--- src/rtl/jac_pkg.sv ---
// Shared types and constants for the JPEG APP1/COM segment extractor.
`default_nettype none
package jac_pkg;

  localparam int unsigned TOTAL_W   = 21;
  localparam logic [TOTAL_W-1:0] TOTAL_MAX = {TOTAL_W{1'b1}};
  localparam int unsigned DEF_MAX_SEGMENTS = 16;

  // command queue between parser and result stage
  localparam int unsigned QDEPTH = 4;
  localparam int unsigned QAW    = 2;

  // result kinds
  localparam logic [1:0] KIND_BYTE = 2'd0;
  localparam logic [1:0] KIND_OK   = 2'd1;
  localparam logic [1:0] KIND_FAIL = 2'd2;

  // marker bytes
  localparam logic [7:0] MK_FF   = 8'hFF;
  localparam logic [7:0] MK_SOI  = 8'hD8;
  localparam logic [7:0] MK_EOI  = 8'hD9;
  localparam logic [7:0] MK_SOS  = 8'hDA;
  localparam logic [7:0] MK_ZERO = 8'h00;
  localparam logic [7:0] MK_APP1 = 8'hE1;
  localparam logic [7:0] MK_COM  = 8'hFE;

  typedef struct packed {
    logic [7:0] data_byte;
    logic       end_of_buffer;
  } in_item_t;

  typedef struct packed {
    logic [1:0]         kind;
    logic [7:0]         out_byte;
    logic [TOTAL_W-1:0] total_size;
    logic               last_of_run;
  } out_item_t;

  // one queue entry: the one or two results caused by one input item
  typedef struct packed {
    logic      two;
    out_item_t r0;
    out_item_t r1;
  } cmd_t;

  function automatic out_item_t mk_res(input logic [1:0] kind, input logic [7:0] b,
                                       input logic [TOTAL_W-1:0] total);
    out_item_t r;
    r.kind        = kind;
    r.out_byte    = b;
    r.total_size  = total;
    r.last_of_run = 1'b0;
    return r;
  endfunction

endpackage
`default_nettype wire

--- src/rtl/jpeg_app1_com_segment_extractor.sv ---
// Top level of the JPEG APP1/COM segment extractor.
`default_nettype none
// Takes a JPEG buffer one byte per item (in_push/in_full) and streams out the
// bytes of the first MAX_SEGMENTS APP1 and COM segments (marker, code, both
// length bytes and payload), followed by one verdict item: success with the
// total copied byte count, or failure, after which the consumer should drop
// what it received. Every result belonging to one input byte comes out in a
// row, and the final one carries last_of_run. The byte after the one marked
// end_of_buffer starts a fresh buffer. A byte is accepted every cycle as
// long as the 4-entry command queue between the parser and the result stage
// has room; in_full rises when that queue fills, which happens when results
// are popped more slowly than the incoming bytes produce them. A byte causes
// at most two results; the result stage hands out one per cycle while the
// consumer pops, so sustained throughput is one byte per cycle while segments
// are skipped or copied byte by byte, and drops below that for the bytes that
// cause two results: the code of a copied APP1/COM segment, and a copied
// length or payload byte on which the scan fails. The command of a byte is
// registered in the command queue and then in the result stage's output
// register before its first result can be popped. There is no configuration
// and no start-up sweep: the block is ready right after reset.
module jpeg_app1_com_segment_extractor #(
  parameter int unsigned MAX_SEGMENTS = jac_pkg::DEF_MAX_SEGMENTS
) (
  input  wire logic               clk,
  input  wire logic               rst_n,
  input  wire logic               in_push,
  output logic                    in_full,
  input  wire jac_pkg::in_item_t  in_item,
  output logic                    out_empty,
  input  wire logic               out_pop,
  output jac_pkg::out_item_t      out_item
);

  logic          in_acc;
  jac_pkg::cmd_t f_cmd;
  logic          f_cmd_valid;
  jac_pkg::cmd_t q_dout;
  logic          q_empty;
  logic          q_take;

  assign in_acc = in_push && !in_full;

  // parser: classifies each byte and emits a command for its results
  jac_front #(
    .MAX_SEGMENTS(MAX_SEGMENTS)
  ) u_front (
    .clk      (clk),
    .rst_n    (rst_n),
    .accept   (in_acc),
    .item     (in_item),
    .cmd      (f_cmd),
    .cmd_valid(f_cmd_valid)
  );

  // decouples the parser from a stalled consumer
  jac_cmd_fifo u_fifo (
    .clk  (clk),
    .rst_n(rst_n),
    .push (f_cmd_valid),
    .din  (f_cmd),
    .pop  (q_take),
    .dout (q_dout),
    .full (in_full),
    .empty(q_empty)
  );

  // output register plus one pending slot for the second result
  jac_back u_back (
    .clk      (clk),
    .rst_n    (rst_n),
    .cmd_valid(!q_empty),
    .cmd      (q_dout),
    .cmd_take (q_take),
    .pop      (out_pop),
    .empty    (out_empty),
    .item     (out_item)
  );

  // a verdict always closes its run
  a_verdict_last: assert property (@(posedge clk) disable iff (!rst_n)
    !out_empty && out_item.kind != jac_pkg::KIND_BYTE |-> out_item.last_of_run)
    else $error("verdict result without last_of_run");

  // the rest of a run follows right after a popped non-final result
  a_run_contiguous: assert property (@(posedge clk) disable iff (!rst_n)
    !out_empty && out_pop && !out_item.last_of_run |=> !out_empty)
    else $error("run broken after non-final result");

  // verdicts carry no byte, only success carries a count
  a_verdict_fields: assert property (@(posedge clk) disable iff (!rst_n)
    !out_empty && out_item.kind != jac_pkg::KIND_BYTE |->
      out_item.out_byte == 8'd0 &&
      (out_item.kind == jac_pkg::KIND_OK || out_item.total_size == '0))
    else $error("verdict result carries stray data");

endmodule
`default_nettype wire

--- src/rtl/jac_front.sv ---
// Byte parser: marker/length state machine producing result commands.
`default_nettype none
module jac_front #(
  parameter int unsigned MAX_SEGMENTS = jac_pkg::DEF_MAX_SEGMENTS
) (
  input  wire logic             clk,
  input  wire logic             rst_n,
  input  wire logic             accept,
  input  wire jac_pkg::in_item_t item,
  output jac_pkg::cmd_t         cmd,
  output logic                  cmd_valid
);

  localparam int unsigned SEG_W = $clog2(MAX_SEGMENTS + 1);
  localparam int unsigned TW    = jac_pkg::TOTAL_W;

  localparam logic [2:0] PH_SOI0 = 3'd0;
  localparam logic [2:0] PH_SOI1 = 3'd1;
  localparam logic [2:0] PH_HUNT = 3'd2;
  localparam logic [2:0] PH_CODE = 3'd3;
  localparam logic [2:0] PH_LENH = 3'd4;
  localparam logic [2:0] PH_LENL = 3'd5;
  localparam logic [2:0] PH_BODY = 3'd6;
  localparam logic [2:0] PH_DONE = 3'd7;

  logic [2:0]       phase_r, phase_nxt;
  logic [15:0]      rem_r, rem_nxt;
  logic             copy_r, copy_nxt;
  logic [SEG_W-1:0] segs_r, segs_nxt;
  logic [TW-1:0]    total_r, total_nxt;
  logic [7:0]       lenh_r, lenh_nxt;

  logic [7:0]  b;
  logic        last;
  logic        emit_pair, emit_byte, emit_ok, emit_fail;
  logic [15:0] len;
  logic [TW:0] sum;
  logic [1:0]  cnt;
  logic [1:0]  vkind;
  logic [TW-1:0] vtotal;

  assign b    = item.data_byte;
  assign last = item.end_of_buffer;
  assign len  = {lenh_r, b};
  assign sum  = {1'b0, total_r} + (TW+1)'(len) + (TW+1)'(2);

  always_comb begin
    phase_nxt = phase_r;
    rem_nxt   = rem_r;
    copy_nxt  = copy_r;
    segs_nxt  = segs_r;
    total_nxt = total_r;
    lenh_nxt  = lenh_r;
    emit_pair = 1'b0;
    emit_byte = 1'b0;
    emit_ok   = 1'b0;
    emit_fail = 1'b0;
    case (phase_r)
      PH_SOI0: begin
        if (b != jac_pkg::MK_FF || last) emit_fail = 1'b1;
        else phase_nxt = PH_SOI1;
      end
      PH_SOI1: begin
        if (b != jac_pkg::MK_SOI || last) emit_fail = 1'b1;
        else phase_nxt = PH_HUNT;
      end
      PH_HUNT: begin
        if (last) emit_fail = 1'b1;
        else if (b == jac_pkg::MK_FF) phase_nxt = PH_CODE;
      end
      PH_CODE: begin
        if (b == jac_pkg::MK_FF) begin
          if (last) emit_fail = 1'b1;
        end else if (b inside {jac_pkg::MK_EOI, jac_pkg::MK_SOS, jac_pkg::MK_ZERO}) begin
          emit_ok = 1'b1;
        end else if (last) begin
          emit_fail = 1'b1;
        end else begin
          copy_nxt = 1'b0;
          if ((b == jac_pkg::MK_APP1 || b == jac_pkg::MK_COM) &&
              segs_r < SEG_W'(MAX_SEGMENTS)) begin
            copy_nxt  = 1'b1;
            segs_nxt  = segs_r + SEG_W'(1);
            emit_pair = 1'b1;
          end
          phase_nxt = PH_LENH;
        end
      end
      PH_LENH: begin
        emit_byte = copy_r;
        lenh_nxt  = b;
        if (last) emit_fail = 1'b1;
        else phase_nxt = PH_LENL;
      end
      PH_LENL: begin
        emit_byte = copy_r;
        if (len < 16'd2 || last) begin
          emit_fail = 1'b1;
        end else begin
          if (copy_r) total_nxt = sum[TW] ? jac_pkg::TOTAL_MAX : sum[TW-1:0];
          rem_nxt   = len - 16'd2;
          phase_nxt = (len == 16'd2) ? PH_HUNT : PH_BODY;
        end
      end
      PH_BODY: begin
        emit_byte = copy_r;
        if (last) begin
          emit_fail = 1'b1;
        end else begin
          rem_nxt = rem_r - 16'd1;
          if (rem_r == 16'd1) phase_nxt = PH_HUNT;
        end
      end
      default: ;
    endcase
    if (emit_fail || emit_ok) phase_nxt = PH_DONE;
    // the last byte of a buffer restarts the parser
    if (last) begin
      phase_nxt = PH_SOI0;
      rem_nxt   = '0;
      copy_nxt  = 1'b0;
      segs_nxt  = '0;
      total_nxt = '0;
      lenh_nxt  = '0;
    end
  end

  // pack results into a command
  always_comb begin
    vkind  = emit_ok ? jac_pkg::KIND_OK : jac_pkg::KIND_FAIL;
    vtotal = emit_ok ? total_r : '0;
    cmd.r0 = jac_pkg::mk_res(jac_pkg::KIND_BYTE, b, '0);
    cmd.r1 = jac_pkg::mk_res(vkind, 8'd0, vtotal);
    cnt    = 2'd0;
    if (emit_pair) begin
      cmd.r0 = jac_pkg::mk_res(jac_pkg::KIND_BYTE, jac_pkg::MK_FF, '0);
      cmd.r1 = jac_pkg::mk_res(jac_pkg::KIND_BYTE, b, '0);
      cnt    = 2'd2;
    end else if (emit_byte) begin
      cnt = (emit_ok || emit_fail) ? 2'd2 : 2'd1;
    end else if (emit_ok || emit_fail) begin
      cmd.r0 = jac_pkg::mk_res(vkind, 8'd0, vtotal);
      cnt    = 2'd1;
    end
    cmd.two = (cnt == 2'd2);
    if (cnt == 2'd2) cmd.r1.last_of_run = 1'b1;
    else cmd.r0.last_of_run = 1'b1;
    cmd_valid = accept && (cnt != 2'd0);
  end

  always_ff @(posedge clk) begin
    if (!rst_n) begin
      phase_r <= PH_SOI0;
      rem_r   <= '0;
      copy_r  <= 1'b0;
      segs_r  <= '0;
      total_r <= '0;
      lenh_r  <= '0;
    end else if (accept) begin
      phase_r <= phase_nxt;
      rem_r   <= rem_nxt;
      copy_r  <= copy_nxt;
      segs_r  <= segs_nxt;
      total_r <= total_nxt;
      lenh_r  <= lenh_nxt;
    end
  end

endmodule
`default_nettype wire

--- src/rtl/jac_cmd_fifo.sv ---
// Small command queue between the parser and the result stage.
`default_nettype none
module jac_cmd_fifo (
  input  wire logic          clk,
  input  wire logic          rst_n,
  input  wire logic          push,
  input  wire jac_pkg::cmd_t din,
  input  wire logic          pop,
  output jac_pkg::cmd_t      dout,
  output logic               full,
  output logic               empty
);

  jac_pkg::cmd_t          q_r [jac_pkg::QDEPTH];
  logic [jac_pkg::QAW-1:0] wp_r, rp_r;
  logic [jac_pkg::QAW:0]   cnt_r, cnt_nxt;
  logic                    do_push, do_pop;

  assign full    = (cnt_r == (jac_pkg::QAW+1)'(jac_pkg::QDEPTH));
  assign empty   = (cnt_r == '0);
  assign do_push = push && !full;
  assign do_pop  = pop && !empty;
  assign dout    = q_r[rp_r];

  always_comb begin
    cnt_nxt = cnt_r;
    if (do_push && !do_pop) cnt_nxt = cnt_r + (jac_pkg::QAW+1)'(1);
    else if (do_pop && !do_push) cnt_nxt = cnt_r - (jac_pkg::QAW+1)'(1);
  end

  always_ff @(posedge clk) begin
    if (do_push) q_r[wp_r] <= din;
  end

  always_ff @(posedge clk) begin
    if (!rst_n) begin
      wp_r  <= '0;
      rp_r  <= '0;
      cnt_r <= '0;
    end else begin
      if (do_push) wp_r <= wp_r + jac_pkg::QAW'(1);
      if (do_pop) rp_r <= rp_r + jac_pkg::QAW'(1);
      cnt_r <= cnt_nxt;
    end
  end

endmodule
`default_nettype wire

--- src/rtl/jac_back.sv ---
// Result stage: expands commands into single results, one per pop.
`default_nettype none
module jac_back (
  input  wire logic          clk,
  input  wire logic          rst_n,
  input  wire logic          cmd_valid,
  input  wire jac_pkg::cmd_t cmd,
  output logic               cmd_take,
  input  wire logic          pop,
  output logic               empty,
  output jac_pkg::out_item_t item
);

  logic               hold_v_r, hold_v_nxt;
  logic               pend_v_r, pend_v_nxt;
  jac_pkg::out_item_t hold_r, hold_nxt;
  jac_pkg::out_item_t pend_r, pend_nxt;
  logic               pop_acc;

  assign empty    = !hold_v_r;
  assign item     = hold_r;
  assign pop_acc  = pop && hold_v_r;
  assign cmd_take = cmd_valid && (!hold_v_r || (pop_acc && !pend_v_r));

  always_comb begin
    hold_v_nxt = hold_v_r;
    pend_v_nxt = pend_v_r;
    hold_nxt   = hold_r;
    pend_nxt   = pend_r;
    if (pop_acc) begin
      if (pend_v_r) begin
        hold_nxt   = pend_r;
        pend_v_nxt = 1'b0;
      end else begin
        hold_v_nxt = 1'b0;
      end
    end
    if (cmd_take) begin
      hold_nxt   = cmd.r0;
      hold_v_nxt = 1'b1;
      pend_nxt   = cmd.r1;
      pend_v_nxt = cmd.two;
    end
  end

  always_ff @(posedge clk) begin
    hold_r <= hold_nxt;
    pend_r <= pend_nxt;
  end

  always_ff @(posedge clk) begin
    if (!rst_n) begin
      hold_v_r <= 1'b0;
      pend_v_r <= 1'b0;
    end else begin
      hold_v_r <= hold_v_nxt;
      pend_v_r <= pend_v_nxt;
    end
  end

endmodule
`default_nettype wire
--- config.mk ---
export PLATFORM = sky130hd
export DESIGN_NAME = jpeg_app1_com_segment_extractor
export DESIGN_NICKNAME = d
export VERILOG_FILES = /design/src/rtl/jac_pkg.sv /design/src/rtl/jpeg_app1_com_segment_extractor.sv /design/src/rtl/jac_front.sv /design/src/rtl/jac_cmd_fifo.sv /design/src/rtl/jac_back.sv
export SDC_FILE = /design/constraint.sdc
export NUM_CORES = 1
export LEC_CHECK = 0
export ABC_AREA = 1
export ABC_CLOCK_PERIOD_IN_PS = 5200
export BUFFER_PORTS_ARGS = -buffer_cell sky130_fd_sc_hd__buf_2
export CAP_MARGIN = 20
export CORE_UTILIZATION = 43
export CTS_BUF_LIST = sky130_fd_sc_hd__clkbuf_16
export DETAILED_ROUTE_END_ITERATION = 8
export PLACE_DENSITY = 0.61
export RECOVER_POWER = 25
export SYNTH_ARGS = -nofsm -noshare
export SYNTH_HDL_FRONTEND = slang
export SYNTH_SLANG_ARGS = --single-unit
--- constraint.sdc ---
create_clock -name clk -period 5.2 [get_ports clk]
set_input_delay 0.78 -clock clk [delete_from_list [all_inputs] [get_ports clk]]
set_output_delay 0.78 -clock clk [all_outputs]
set_load 0.03 [all_outputs]
==> impl_metrics.tcl, run 1 <==
set metrics [dict create \
    yosysSeqAreaShare_pct 63.2 \
    layout_commonest_cell "nor2_1" \
    muxShareOfSynthArea_pct 0 \
    p_leak_nw 6.68 \
    rsz0062_at_grt "false" \
    fin_crit_ps 4130 \
    grt_pass1_wl_um 60400 \
    cts_resized 0 \
    cts_setup_buffers 0 \
    cts_sinks 385 \
    first_iter_violations 753 \
    timing.final.crit_share_pct 79.4 \
    cts_tree "done" \
    dp_hpwl_um 23300 \
    cp.arrival_ps 4570 \
    nets 1755 \
    postSynthCellCount 1675 \
    synth_area_sq_mm 0.0173 \
    synthSimpleGateAreaFrac_pct 16.3 \
    viasPerCell 5.24 \
    detail_route.first_pass.iterations 6 \
    synthAdderAreaFrac_pct 3.28 \
    startpoint_type "input port" \
    htree_num_levels 2 \
    final_max_slew_viol_count 171 \
    clkLatencyLatePin_ps 560 \
    min_path_type "reg2reg" \
    die_area_sq_mm 0.0409 \
    synth.distinct_cells 48 \
    end_kind "flop" \
    path_max_fanout 16 \
    synth-xor-area-share_pct 0.761 \
    cap_violations 4 \
    place.gp.congestion 0.882 \
    grt_max_degree 86 \
    vdd_ir_drop_max_mv 0.266 \
    cts_buffers 41 \
    core-area_sq_mm 0.0396 \
    antenna_found_initial 1 \
    grt_overflow 0 \
    setup_slack_ps 1070 \
    area_growth_pct 11.2 \
    fp.dieW_um 202 \
    synth_seq_cells 385 \
    path_class "in2reg" \
    synthTopCellsByArea "edfxtp_1 (56%), dfxtp_1 (7.5%), nor2_1 (7.4%)" \
    worstMarginPinSlew_ps 2530 \
    setup_viol 0 \
    ios 47 \
    cts_root_buf "clkbuf_16" \
    post_drt_wl_per_cell_um 17.0 \
    maxSlewHeadroom_pct -68.8 \
    violations "max-capacitance violations, max-slew violations" \
    finalClockSkew_ps 16.2 \
    clock.fmax_mhz 242 \
    synth_top_area_share_pct 55.7 \
    layout_common_cells "nor2_1 (341), edfxtp_1 (320), nand2_1 (205)" \
    clk_path_buf_depth 3 \
    clk_pin_slew_worst_paths_ps 60 \
    hold_viol_final 0 \
    placedInstanceArea_sq_mm 0.0180 \
    power_density_mw_per_mm2 520 \
    start_util_pct 43.5 \
    vias 11826 \
    route.final.wire_length_um 38400 \
    synth-edff-count 320 \
    place_worst_setup_slack_ps 1070 \
    placementRows 73 \
    synth_compound_area_share_pct 11.9 \
    async_flop_share_pct 0 \
    synth_top_family_by_area "simple AND/OR/NAND/NOR gates" \
    fin_area_sq_mm 0.0192 \
    drc_errors 0 \
    synth_flop_cell "edfxtp_1" \
    postRouteAntennaNets 0 \
    power_mw 9.98 \
    drive_gt1_share_pct 8.09 \
    die_h_um 202 \
    io_buffers 46 \
    hold_buffers 0 \
    syn_nets 1732 \
    grt_pass1_vias 11159 \
    ys.warnings.count 0 \
    fin_util_pct 48.4 \
    status "finished with violations" \
    grt_use_total_pct 18.8 \
    worstPathRequired_ps 5640 \
    yosys.area.top_type "edfxtp_1" \
    synth.avg_cell_area_sq_um 10.3 \
]
## final timing paths
path	start	slack, ps	cells past startpoint	endpoint
setup / recovery	in_item[6]	1070	18	u_fifo.cnt_r[2]
hold / removal	u_front.segs_r[3]	460	2	u_front.segs_r[4]
setup reg to reg	u_back.hold_v_r	1530	7	u_back.item[0]
hold reg to reg	u_front.segs_r[3]	460	2	u_front.segs_r[4]
## per-stage QoR
step                TNS, ps  hold WS (ps)  instances
floorplan            -42570           436       1675
global placement          0           442       2179
detailed placement        0           454       2179
CTS                       0           465       2255
global route              0           482       2256
finish                    0           461       2257
## sequential cells by signal (all words and copies together), names as in the netlist, 3 cells and up, named ones only
name             flops
u_back.item         32
u_back.pend_r       32
u_fifo.cnt_r         3
u_fifo.q_r         256
u_front.lenh_r       8
u_front.phase_r      3
u_front.rem_r       16
u_front.segs_r       5
u_front.total_r     21
## routing by layer
layer	GRT usage (%)	vias to the layer above	part of all wire, %
li1	-	5893	-
met1	25.6	5614	46
met2	30.8	254	46
met3	2.95	65	4.8
met4	5.80	0	2.2
met5	0	-	0
## power breakdown
group	total, mW	switching, mW	internal, mW
logic	2.70	1.99	0.712
registers	4.51	0.261	4.25
clock network	2.77	1.19	1.58
## area by class of cell
type | count | area [sq um]
diodes | 1 | 2.50
clock buffers | 42 | 1050
clock inverters | 34 | 235
fillers | 3623 | 20500
inverters | 108 | 414
multi-input cells | 1100 | 5540
flip-flops and latches | 385 | 10900
well taps | 525 | 657
repair buffers | 62 | 370
## logic make-up (layout without fill, tap and decap cells)
| kind of cell | count (synthesis) | count (layout) |
|---|---|---|
| buffers and inverters | 190 | 246 |
| other | 0 | 1 |
| adders and majority gates | 44 | 44 |
| and+or+nand+nor | 669 | 669 |
| xor gates and xnor gates | 15 | 15 |
| AOI/OAI and AO/OA | 372 | 372 |
| DFF | 385 | 385 |
## critical path, cell delays in order
cell and delay, ps:
buf_2 210, inv_1 150, nor3_1 210, nand2_1 70
nand2_1 70, nand2_1 70, nor2_1 670, nand2_1 740
nand3_2 260, nand2_4 150, inv_1 90, ha_1 140
inv_1 70, fa_1 380, a21oi_1 170, o21ai_0 130
o21ai_0 150, a21oi_1 60
## Yosys cell counts (3+ instances only)
master / instances
nor2_1: 342
edfxtp_1: 320
nand2_1: 204
o21ai_0: 176
a21oi_1: 94
inv_1: 92
dfxtp_1: 65
nand3_1: 56
clkbuf_1: 49
ha_1: 42
o22ai_1: 36
a31oi_1: 34
buf_2: 20
nand4_1: 15
nor3_1: 15
inv_2: 13
nand2_2: 13
o21ai_1: 9
xor2_1: 9
nor2_4: 7
o21ai_2: 7
xnor2_1: 6
buf_1: 5
nor2_2: 5
buf_4: 4
buf_6: 4
a211oi_1: 3
No activity file was read; power rests on OpenSTA's default activity.
==> run 2, diff against run 1 <==
--- a/config.mk
+++ b/config.mk
@@ -6,7 +6,7 @@
 export NUM_CORES = 1
 export LEC_CHECK = 0
 export ABC_AREA = 1
-export ABC_CLOCK_PERIOD_IN_PS = 5200
+export ABC_CLOCK_PERIOD_IN_PS = 3560
 export BUFFER_PORTS_ARGS = -buffer_cell sky130_fd_sc_hd__buf_2
 export CAP_MARGIN = 20
 export CORE_UTILIZATION = 43
==> constraint.sdc (replaced) <==
create_clock -name clk -period 3.56 [get_ports clk]
set_input_delay 0.534 -clock clk [delete_from_list [all_inputs] [get_ports clk]]
set_output_delay 0.534 -clock clk [all_outputs]
set_load 0.03 [all_outputs]
==> impl_metrics.tcl, run 2 (synthesis results as in run 1) <==
set metrics [dict create \
    clk_path_buf_depth 3 \
    violations "max-capacitance violations, max-slew violations" \
    cts_resized 0 \
    hold_start "out_pop" \
    fillCellCount 3686 \
    regMostFlops "u_fifo.q_r" \
    rrSetupSlack_ps 480 \
    grt_pass1_vias 11317 \
    first_iter_violations 912 \
    postRouteAntennaNets 0 \
    cts_setup_buffers 0 \
    vdd_ir_drop_max_mv 0.466 \
    min_path_type "in2reg" \
    end_kind "flop" \
    timing.final.crit_share_pct 89.1 \
    core-area_sq_mm 0.0396 \
    drive_gt1_share_pct 8.93 \
    die_area_sq_mm 0.0409 \
    critPathMaxStageDelay_ps 390 \
    dpl.cell_count 2198 \
    cts_buffers 41 \
    vias 11925 \
    clock.fmax_mhz 315 \
    final_max_slew_viol_count 44 \
    dp_hpwl_um 24700 \
    crit_start "in_item[4]" \
    io_buffers 46 \
    path_max_fanout 8 \
    wl_met1_um 17800 \
    crit_family "buffers and inverters" \
    status "finished with violations" \
    wl_met3_um 1810 \
    instances_no_fill 2271 \
    start_util_pct 43.5 \
    critical_path.cell_chain "clkbuf_1 > inv_1 > nand2_1 > nor2_1 > nand2_1 > nand2_1 > nand2_2 > inv_1 > nor2_4 > inv_2 > ha_1 > inv_1 > nand3_2 > nand2_4 > inv_1 > ha_1 > inv_1 > fa_1 > a21oi_1 > o21ai_0 > o21ai_0 > a21oi_1" \
    rsz0062_at_grt "false" \
    diodes 0 \
    min_path_cells 4 \
    die_h_um 202 \
    cts_root_buf "clkbuf_16" \
    fp.dieW_um 202 \
    placementRows 73 \
    r2r_start "u_front.lenh_r[5]" \
    htree_num_levels 2 \
    layout_commonest_cell "nor2_1" \
    r2r_cells 21 \
    whs_endpoint "u_back.pend_v_r" \
    hold_buffers 0 \
    wl_met2_um 18200 \
    post_drt_wl_per_cell_um 17.2 \
    startpoint_type "input port" \
    grt_max_degree 83 \
    layout_common_cells "nor2_1 (339), edfxtp_1 (320), nand2_1 (204)" \
    clk_pin_slew_worst_paths_ps 60 \
    grt_use_total_pct 19.1 \
    fin_crit_ps 3170 \
    clkLatencyLatePin_ps 550 \
    largest_reg_flops 256 \
    crit_path_top_delay_cell "clkbuf_1" \
    cts_sinks 385 \
    grt_pass1_wl_um 61100 \
    viasPerCell 5.25 \
    cts_tree "done" \
    maxSlewHeadroom_pct -1.03 \
    cap_violations 1 \
    detail_route.first_pass.iterations 5 \
    fin_util_pct 48.7 \
    grt_overflow 0 \
    dr.max_layer_used "met4" \
    crit_top_cell "inv_1" \
    worstPathRequired_ps 3990 \
    r2r_end "u_fifo.cnt_r[2]" \
    route.final.wire_length_um 39000 \
    p_leak_nw 6.74 \
    power_density_mw_per_mm2 755 \
    antenna_found_initial 0 \
    crit_buf_inv 7 \
    nets 1773 \
    area_growth_pct 11.9 \
    path_class "in2reg" \
    ios 47 \
    cp.arrival_ps 3610 \
    hold_viol_final 0 \
    place.gp.congestion 0.885 \
    drc_errors 0 \
    setup_viol 0 \
    finalClockSkew_ps 19.9 \
    worstMarginPinSlew_ps 1510 \
]
-- run 2: cell types whose count changed in the layout (fill, tap and decap cells not counted), sizes merged --
cell / change
buf: +16
inv: -8
clkinvlp: -2
diode: -1
clkbuf: +2
clkinv: +7
-- run 2: layout make-up --
| type | instances | area, sq um | area share (%) |
|---|---|---|---|
| flip-flops and latches | 385 | 10900 | 56.5 |
| inverters | 108 | 414 | 2.15 |
| repair buffers | 80 | 512 | 2.65 |
| clock buffers | 42 | 1050 | 5.45 |
| multi-input cells | 1100 | 5560 | 28.8 |
| well taps | 525 | 657 | 3.40 |
| clock inverters | 31 | 198 | 1.02 |
-- run 2: where the power goes --
part	switching (mW)	internal, mW
sequential	0.341	6.19
clock	1.69	2.28
combinational	2.98	1.08
total	5.02	9.55
-- run 2: stage by stage --
stage | hold WS, ps | setup WS [ps] | setup TNS, ps | power [mW] | cell area (sq um)
6_report | 324 | 388 | 0 | 14.6 | 19300
5_1_grt | 368 | 134 | 0 | 15.4 | 19300
4_1_cts | 290 | 512 | 0 | 14.8 | 19400
3_3_place_gp | 448 | 181 | 0 | 10.8 | 18100
2_1_floorplan | 436 | -492 | -126000 | 9.46 | 17300
3_5_place_dp | 451 | 168 | 0 | 10.8 | 18100
-- run 2: per-layer routing --
layer	vias to the layer above	global-route usage [%]
met1	5663	25.7
met5	-	0
met3	70	3.18
met2	277	31.1
met4	0	7.38
li1	5915	-
-- run 2: worst min-delay path, stage by stage --
cell and delay, ps:
buf_2 90, nand2_1 60, nand3_1 70, a21oi_1 60
-- run 2: how the worst max path moves through the flow --
stage | end | slack (ps) | cells past startpoint
2_1_floorplan | u_fifo.q_r[0][0] | -490 | 16
3_3_place_gp | u_fifo.cnt_r[2] | 180 | 22
3_5_place_dp | u_fifo.cnt_r[2] | 170 | 22
4_1_cts | u_fifo.cnt_r[2] | 510 | 21
5_1_grt | u_fifo.cnt_r[2] | 130 | 22
6_report | u_fifo.cnt_r[2] | 390 | 22
==> run 3, diff against run 2 <==
--- a/config.mk
+++ b/config.mk
@@ -5,7 +5,6 @@
 export SDC_FILE = /design/constraint.sdc
 export NUM_CORES = 1
 export LEC_CHECK = 0
-export ABC_AREA = 1
 export ABC_CLOCK_PERIOD_IN_PS = 3560
 export BUFFER_PORTS_ARGS = -buffer_cell sky130_fd_sc_hd__buf_2
 export CAP_MARGIN = 20
==> impl_metrics.tcl, run 3 <==
set metrics [dict create \
    synthTopCellsByArea "edfxtp_1 (58%), mux4_2 (8.7%), dfxtp_1 (7.8%)" \
    synth_common_cells "edfxtp_1 (320), nor2_1 (76), dfxtp_1 (65)" \
    placedInstanceArea_sq_mm 0.0179 \
    ios 47 \
    synth_top_family_by_area "multiplexers" \
    core-area_sq_mm 0.0379 \
    nets 1261 \
    rsz0062_at_grt "false" \
    fin_crit_ps 3260 \
    crit_top_cell "inv_1" \
    synth_seq_cells 385 \
    fin_util_pct 50.1 \
    yosys.area.top_type "edfxtp_1" \
    postSynthCellCount 1114 \
    ys.warnings.count 0 \
    min_path_type "in2reg" \
    synth_compound_area_share_pct 7.26 \
    route.final.wire_length_um 34200 \
    grt_pass1_vias 9556 \
    hold_buffers 0 \
    postRouteAntennaNets 0 \
    hold_viol_final 0 \
    synth_area_sq_mm 0.0167 \
    io_buffers 46 \
    clkLatencyLatePin_ps 540 \
    synth.distinct_cells 69 \
    grt_use_total_pct 18.0 \
    synth-xor-area-share_pct 1.84 \
    cts_buffers 40 \
    grt_max_degree 67 \
    critical_path.cell_chain "inv_1 > ha_1 > inv_1 > ha_1 > inv_1 > fa_1 > nor2b_1 > o31a_1 > o41a_1 > o41a_1 > a221o_1 > buf_4 > a211oi_1 > o21ai_1" \
    grt_pass1_wl_um 54000 \
    placementRows 71 \
    largest_reg_flops 256 \
    first_iter_violations 634 \
    status "finished with violations" \
    finalClockSkew_ps 22.1 \
    start_util_pct 43.9 \
    worstPathRequired_ps 3970 \
    fillCellCount 3230 \
    cp.arrival_ps 3670 \
    crit_path_top_delay_cell "a221o_1" \
    detail_route.first_pass.iterations 5 \
    synth_top_area_share_pct 57.7 \
    p_leak_nw 6.39 \
    async_flop_share_pct 0 \
    dp_hpwl_um 21200 \
    viasPerCell 5.43 \
    final_max_slew_viol_count 91 \
    fin_area_sq_mm 0.0190 \
    synth.avg_cell_area_sq_um 15.0 \
    post_drt_wl_per_cell_um 19.6 \
    layout_common_cells "edfxtp_1 (320), nor2_1 (76), mux4_2 (64), dfxtp_1 (64), nand2_1 (56)" \
    clk_pin_slew_worst_paths_ps 60 \
    synth-edff-count 320 \
    timing.final.crit_share_pct 91.7 \
    grt_overflow 0 \
    htree_num_levels 2 \
    diodes 0 \
    fp.dieW_um 199 \
    vdd_ir_drop_max_mv 0.391 \
    drive_gt1_share_pct 18.3 \
    cts_setup_buffers 0 \
    synthSimpleGateAreaFrac_pct 8.80 \
    critPathMaxStageDelay_ps 430 \
    cap_violations 2 \
    end_kind "flop" \
    synthAdderAreaFrac_pct 3.40 \
    clock.fmax_mhz 306 \
    yosysSeqAreaShare_pct 65.5 \
    vias 9457 \
    antenna_found_initial 1 \
    area_growth_pct 14.0 \
    synth.most_common_cell "edfxtp_1" \
    layout_commonest_cell "edfxtp_1" \
    startpoint_type "flop" \
    cts_sinks 385 \
    maxSlewHeadroom_pct -39.2 \
    cts_tree "done" \
    path_max_fanout 9 \
    violations "max-capacitance violations, max-slew violations" \
    regMostFlops "u_fifo.q_r" \
    die_h_um 199 \
    worstMarginPinSlew_ps 2090 \
    cts_root_buf "clkbuf_16" \
    syn_nets 1171 \
    power_density_mw_per_mm2 706 \
    clk_path_buf_depth 3 \
    path_class "reg2reg" \
    drc_errors 0 \
    setup_viol 0 \
    synth_flop_cell "edfxtp_1" \
    place.gp.congestion 0.851 \
    cts_resized 0 \
    muxShareOfSynthArea_pct 11.1 \
    die_area_sq_mm 0.0395 \
]
-- run 3: final timing paths --
kind | end | slack [ps] | depth (start not counted) | startpoint
hold reg to reg | u_front.rem_r[7] | 470 | 2 | u_front.rem_r[7]
setup / recovery | u_front.total_r[13] | 300 | 14 | u_front.total_r[1]
setup reg to reg | u_front.total_r[13] | 300 | 14 | u_front.total_r[1]
hold / removal | u_back.pend_v_r | 360 | 4 | out_pop
-- run 3: cell families (layout without fill, tap and decap cells) --
| logic type | after synthesis | count (layout) |
|---|---|---|
| compound gates | 179 | 179 |
| fa+ha+maj | 44 | 44 |
| flops | 385 | 385 |
| buf+inv | 82 | 200 |
| simple gates | 288 | 288 |
| mux | 101 | 101 |
| xor+xnor | 35 | 35 |
-- run 3: stage by stage --
step / total power [mW] / hold WS [ps] / std cells / TNS (ps) / worst slack, ps
finish: 13.4 / 359 / 1743 / 0 / 297
CTS: 13.7 / 355 / 1743 / 0 / 266
global placement: 9.59 / 459 / 1673 / 0 / 55.2
detailed placement: 9.63 / 464 / 1673 / 0 / 4.81
floorplan: 8.61 / 431 / 1114 / -8350 / -32.6
global route: 14.1 / 425 / 1743 / 0 / 67.5
-- run 3: report_power, final --
part	total, mW	switching [mW]	internal (mW)
clock	3.99	1.65	2.34
combinational	3.12	1.84	1.29
sequential	6.29	0.298	5.99
total	13.4	3.78	9.62
-- run 3: final cells by class --
cell class	instances	area [sq um]	share of cell area (%)
multi-input combinational	647	5410	28.5
inverter	27	101	0.534
timing repair buffer	103	678	3.57
clock buffer	42	1050	5.53
clock inverter	28	199	1.05
tap	511	639	3.37
sequential	385	10900	57.5
-- run 3: worst max-delay path, delay by kind of cell (launching register included) --
kind            cells  cell delay (ps)
compound gates      6             1650
fa+ha+maj           3              660
buf+inv             4              400
flops               1              380
simple gates        1               60
-- run 3: metal layers --
layer	routed length (um)	GRT usage [%]	share of wire (%)	up-vias
li1	-	-	-	4487
met1	15700	24.8	46	4731
met2	16300	29.4	48	194
met3	1490	2.92	4.4	43
met4	605	4.96	1.8	2
met5	10	0	0.029	-
